<file path="config.mk">
export PLATFORM = sky130hd
export DESIGN_NAME = lprl_cell
export DESIGN_NICKNAME = d
export VERILOG_FILES = /design/src/hw/rtl/lprl_pkg.sv /design/src/hw/rtl/lprl_cell.sv
export SDC_FILE = /design/constraint.sdc
export NUM_CORES = 1
export LEC_CHECK = 0
export BUFFER_PORTS_ARGS = -buffer_cell sky130_fd_sc_hd__clkbuf_2
export CAP_MARGIN = 30
export CORE_ASPECT_RATIO = 2
export CORE_MARGIN = 10
export CORE_UTILIZATION = 56
export CTS_CLUSTER_DIAMETER = 60
export DETAILED_ROUTE_END_ITERATION = 8
export PLACE_DENSITY_LB_ADDON = 0.3
export SETUP_SLACK_MARGIN = 0.15
export SYNTH_ARGS = -nofsm -noshare
export SYNTH_HDL_FRONTEND = slang
export SYNTH_SLANG_ARGS = --single-unit
</file>
<file path="constraint.sdc">
create_clock -name clk_i -period 5.1 [get_ports clk_i]
set_clock_uncertainty 0.2 [all_clocks]
set_input_delay 0.51 -clock clk_i [delete_from_list [all_inputs] [get_ports clk_i]]
set_output_delay 0.51 -clock clk_i [all_outputs]
set_load 0.005 [all_outputs]
</file>
<file path="src/hw/rtl/lprl_pkg.sv">
`timescale 1ns / 1ps
`default_nettype none
// ----------------------------------------------------------------------------
// Longest prefix route lookup package
// Shared widths, command codes and the item record that moves along the
// chain of route cells.
// ----------------------------------------------------------------------------
package lprl_pkg;

  localparam int unsigned TableDepth = 64;
  localparam int unsigned IndexWidth = 6;
  localparam int unsigned AddrWidth  = 32;
  localparam int unsigned PortWidth  = 8;
  localparam int unsigned CountWidth = 7;

  typedef enum logic {
    CMD_LOAD   = 1'b0,
    CMD_LOOKUP = 1'b1
  } cmd_e;

  // One item in flight. For a load, addr/mask/hop/port carry the new route.
  // For a lookup, addr is the destination and mask/hop/port/hit carry the
  // best match found so far.
  typedef struct packed {
    logic                  valid;
    cmd_e                  cmd;
    logic [IndexWidth-1:0] idx;
    logic [AddrWidth-1:0]  addr;
    logic [AddrWidth-1:0]  mask;
    logic [AddrWidth-1:0]  hop;
    logic [PortWidth-1:0]  port;
    logic                  hit;
  } item_t;

endpackage
`default_nettype wire

</file>
<file path="src/hw/rtl/lprl_cell.sv">
`timescale 1ns / 1ps
`default_nettype none
// ----------------------------------------------------------------------------
// Route cell
// Holds one route table slot and one pipeline stage. A load written to this
// slot updates the stored route; a lookup is compared against an in-use route and
// takes it over as its best match when it matches with a mask at least as long.
// ----------------------------------------------------------------------------
module lprl_cell #(
  parameter int unsigned CellIdx = 0
) (
  input  wire                                  clk_i,
  input  wire                                  rst_ni,
  input  wire                                  advance_i,
  input  wire  [lprl_pkg::CountWidth-1:0]      count_i,
  input  lprl_pkg::item_t                      item_i,
  output lprl_pkg::item_t                      item_o
);

  logic [lprl_pkg::AddrWidth-1:0] prefix_q;
  logic [lprl_pkg::AddrWidth-1:0] mask_q;
  logic [lprl_pkg::AddrWidth-1:0] hop_q;
  logic [lprl_pkg::PortWidth-1:0] port_q;

  logic            active;
  logic            write_en;
  logic            match;
  logic            take;
  logic            valid_q;
  lprl_pkg::item_t item_d;
  lprl_pkg::item_t item_q;

  assign active   = 32'(count_i) > 32'(CellIdx);
  assign write_en = advance_i && item_i.valid && (item_i.cmd == lprl_pkg::CMD_LOAD) &&
                    (32'(item_i.idx) == 32'(CellIdx));
  assign match    = (item_i.addr & mask_q) == (prefix_q & mask_q);
  // Equal masks go to this cell, since it sits at a higher slot than any before it.
  assign take     = (item_i.cmd == lprl_pkg::CMD_LOOKUP) && active && match &&
                    (!item_i.hit || (mask_q >= item_i.mask));

  always_comb begin
    item_d = item_i;
    if (take) begin
      item_d.hit  = 1'b1;
      item_d.mask = mask_q;
      item_d.hop  = hop_q;
      item_d.port = port_q;
    end
  end

  always_ff @(posedge clk_i) begin
    if (write_en) begin
      prefix_q <= item_i.addr;
      mask_q   <= item_i.mask;
      hop_q    <= item_i.hop;
      port_q   <= item_i.port;
    end
  end

  always_ff @(posedge clk_i) begin
    if (advance_i) begin
      item_q <= item_d;
    end
  end

  always_ff @(posedge clk_i or negedge rst_ni) begin
    if (!rst_ni) begin
      valid_q <= 1'b0;
    end else if (advance_i) begin
      valid_q <= item_i.valid;
    end
  end

  always_comb begin
    item_o       = item_q;
    item_o.valid = valid_q;
  end

endmodule
`default_nettype wire
</file>
### Word-level counts from Yosys, hierarchy flattened

Cells that the tools add are included.
Widths: inputs -> output; s select.

* output and inout port bits: 113
* flip-flop bits (word level): 217
* logic and storage cells: 28

* $lt $le $gt $ge: 2
* reductions and logical operators: 9
* equality and inequality tests: 1
* mux-type cells: 1
* bitwise logic cells: 3

Operators with widths (number)
* $mux 73: 1
* $and 32x32->32: 2
* $eq 32x32->1: 1
* $ge 32x32->1: 1
* $gt 7x1->1 const B: 1
* $logic_and 1x1->1: 6
* $logic_not 6->1: 1
* $logic_not 1->1: 1
* $logic_or 1x1->1: 1
* $not 1->1: 1

### Depth between registers and ports, before layout

* word-level depth: 5
* depth in mapped cells: 9
* mapped depth without buffers: 8

### Least setup slack after synthesis

No wires, ideal clock.

* path kind: input port to flip-flop
* start point: input port item_i[108] in the netlist's numbering
* end point: register hop_q[0] in the netlist's numbering, enable pin
* stages: 3
* slack: -3.696 ns
* library setup time: 0.696 ns
* buffers on the path: 0
* data arrival time: 7.900 ns
* cell sequence: nor4_1 -> nand2_1 -> nor3_1

* word-level cells in the longest chain between the ends: 2

Ends and longest elaborated chain
* from (decl): line lprl_cell.sv:16 `input lprl_pkg::item_t item_i,`
* $logic_not 6->1: line lprl_cell.sv:35 `(32'(item_i.idx) == 32'(CellIdx));`
* $logic_and 1x1->1: line lprl_cell.sv:34 `assign write_en = advance_i && item_i.valid && (item_i.cmd == lprl_pkg::CMD_LOAD) &&`
* via write_en: line lprl_cell.sv:26 `logic write_en;`
* to (signal assigned): line lprl_cell.sv:55 `hop_q <= item_i.hop;`
* to (decl): line lprl_cell.sv:22 `logic [lprl_pkg::AddrWidth-1:0] hop_q;`

The timed path passes the listed nets, and every way through them passes these cells.
A chain may end at the register's enable or synchronous reset.

==> impl_results.md <==
- Worst setup margin: 1.40 ns
- Critical path data required time: 5.13 ns
- Total power: 3600 uW
- CP max stage cell: o311ai_4
- Final max-slew violation count: 0
- Worst path depth: 9
- Final instance area: 10900 sq um
- First drt pass iteration count: 5
- Clock buffer count from CTS: 19
- # DRC: 0
- Clk slew on worst S/H paths: 0.07 ns
- M3 GR Usage: 0.0520
- Hold-fix buffers at CTS: 17
- Maximum Capacitance Violations: 0
- Worst hold path type: in -> reg
- H-tree lvl count: 1
- GRT Total Usage: 0.189
- GRT overflow: 0
- Proportion of layout cells with a drive suffix above 1: 0.399
- Antenna violations before repair: 0
- Worst Path Max Fanout: 30
- Cts repair resizes: 0
- Worst VDD drop: 0.000330 V
- Final worst-path cycle share: 0.726
- CTS Sinks: 217
- R2R cell count: 9
- Die ar.: 21300 sq um
- Syn_area_per_cell: 18.4 sq um
- # port buffers: 235
- Grt met2 use: 0.343
- Slew @ Worst Pin: 0.771 ns
- Chip Width: 108 um
- Max Fclk: 270 MHz
- Placer congestion estimate: 0.795
- Top Usage Layer GRT: met2
- Post-Synthesis Cell Area: 8720 sq um
- Critical Path End Type: flip-flop
- CTS tree: done
- Largest net degree at the start of global routing: 105
- CP bufs+invs: 2
- Crit Path Class: reg -> reg
- Worst Setup Start Kind: flip-flop
- DR vias: 5100
- Placed cell area: 10100 sq um
- I/O pins: 236
- Row count: 64
- Routed wire length: 20600 um
- Skew-Pair Late Insertion Delay: 0.49 ns
- Antenna-violating nets left: 0
- Die Span Y: 197 um
- Gate Count Post-Synth: 473
- Vias in the first global route: 5576
- Nets: 900
- YS warnings: 0
- Area delta synth->final: 24.5%
- Slew headroom: 0.485
- Yosys cell types: 33
- Worst Path Arrival: 3.73 ns
- Sequential-to-total area share from yosys stat: 0.746
- Setup TNS Final: 0 ns
- Drt wl/cell: 21.6 um
- Drt first-iter violations: 224
- Fin crit period: 3.70 ns
- Dpl hpwl: 15200 um
- Static Leak: 0.00443 uW
- Setup violations, final: 0
- Dpl ws: 1.15 ns
- Final Hold Vio Count: 0
- Antenna cells: 0
- Core ar.: 15300 sq um
- First-pass GRT wire length: 31100 um
- Postcts setup bufs: 0
- Hold path depth: 1
- CP delay by family, top: compound AO/OA/AOI/OAI gates
- Synth Register Bits: 217
- Via density: 5.34
- Root Buffer: clkbuf_16
- RSZ-0062 raised after global routing: false
- Starting Density: 0.570
- Pwr dens: 332 nW/um^2
- Critical Path Max Stage Delay: 0.65 ns
- Syn nets: 628
- Status: complete, no violations
- Met1 Use GR: 0.203
- CP Cell Sequence: inv_1, ha_1, nand2b_1, a2111oi_2, o31ai_1, a41o_1, o311ai_4, buf_4, mux2_1
- Maximum buffer depth of the clock tree: 3
## layout by cell type (no fill, tap or decap), types with 2 or more instances in the layout
cell,n
edfxtp_1,216
inv_1,33
nand2_1,10
clkbuf_2,234
inv_6,2
and4_1,2
a21oi_1,12
xor2_1,32
nor2_1,3
a22o_1,3
clkbuf_16,19
o21a_1,2
mux2_2,33
clkinv_2,4
dlygate4sd3_1,19
a221oi_1,3
clkbuf_1,7
ha_1,32
nor4_1,3
a21o_1,3
nand4_1,6
nand2b_1,2
mux2_1,39
nor3_1,2
a22oi_1,11
o21ai_0,6
buf_4,5
## kinds of logic after synthesis
group | after synthesis | synth area share
fa+ha+maj | 32 | 0.0459
compound gates | 46 | 0.0386
flops | 217 | 0.746
buf+inv | 41 | 0.0241
simple gates | 33 | 0.0199
mux | 72 | 0.0929
xor+xnor | 32 | 0.0321
## metrics by stage
stage               cells  hold WS, ns  utilization
floorplan             473       0.0144            -
global placement      903       0.0862        0.662
detailed placement    903       0.0858        0.662
CTS                   953     0.000253        0.709
global route          955      0.00191        0.710
finish                955       0.0168        0.710
## flip-flops by register name, summed over array words and instances, names as in the netlist
register / count
mask_q: 32
item_o: 112
hop_q: 32
prefix_q: 32
valid_q: 1
port_q: 8
## synthesized netlist by cell type (all sizes together)
cell type | number | area [sq um]
a22o | 3 | 26.3
ha | 32 | 400
and4 | 2 | 17.5
nand4 | 6 | 37.5
inv | 33 | 124
and2 | 1 | 6.26
o311ai | 1 | 26.3
edfxtp | 216 | 6490
nand2b | 2 | 12.5
nor2 | 3 | 11.3
a21oi | 12 | 60.1
a2111oi | 1 | 15.0
and3 | 1 | 6.26
a22oi | 11 | 82.6
dfrtp | 1 | 25.0
o21ai | 6 | 30.0
o21a | 2 | 15.0
mux2 | 72 | 811
a21o | 3 | 22.5
xor2 | 32 | 280
nor4 | 3 | 18.8
a211oi | 1 | 7.51
nand2 | 10 | 37.5
nand3 | 1 | 5.00
a41o | 1 | 10.0
nor3 | 3 | 15.0
buf | 8 | 86.3
nor2b | 1 | 6.26
a221oi | 3 | 26.3
o31ai | 1 | 7.51
a21boi | 1 | 7.51
## area by class of cell
type	instances	area, sq um
sequential	217	6510
timing repair buffer	259	1420
fill	1035	4430
inverter	33	124
clock inverter	7	46.3
clock buffer	26	502
multi-input combinational	215	2010
tap	198	248
## final timing paths
| kind | from | end | slack, ns |
|---|---|---|---|
| max in group asynchronous | rst_ni | valid_q$_DFFE_PN0P_ | 4.48 |
| min in group asynchronous | rst_ni | valid_q$_DFFE_PN0P_ | 0.13 |
| setup / recovery | mask_q[0]$_DFFE_PP_ | item_o[6]$_DFFE_PP_ | 1.40 |
| hold reg to reg | hop_q[3]$_DFFE_PP_ | item_o[12]$_DFFE_PP_ | 0.33 |
| setup reg to reg | mask_q[0]$_DFFE_PP_ | item_o[6]$_DFFE_PP_ | 1.40 |
| hold / removal | item_i[8] | port_q[7]$_DFFE_PP_ | 0.02 |
## report_power, final
group / internal, uW / total, uW / switching (uW)
Sequential: 2030 / 2050 / 18.0
Clock: 698 / 1310 / 613
Combinational: 119 / 246 / 127
## metal layers
metal  vias to the layer above  part of all wire
li1                       2376                 -
met1                      2521              0.35
met2                       175              0.55
met3                        28             0.078
met4                         0             0.028
met5                         -                 0
(Power assumes the default switching activity.)
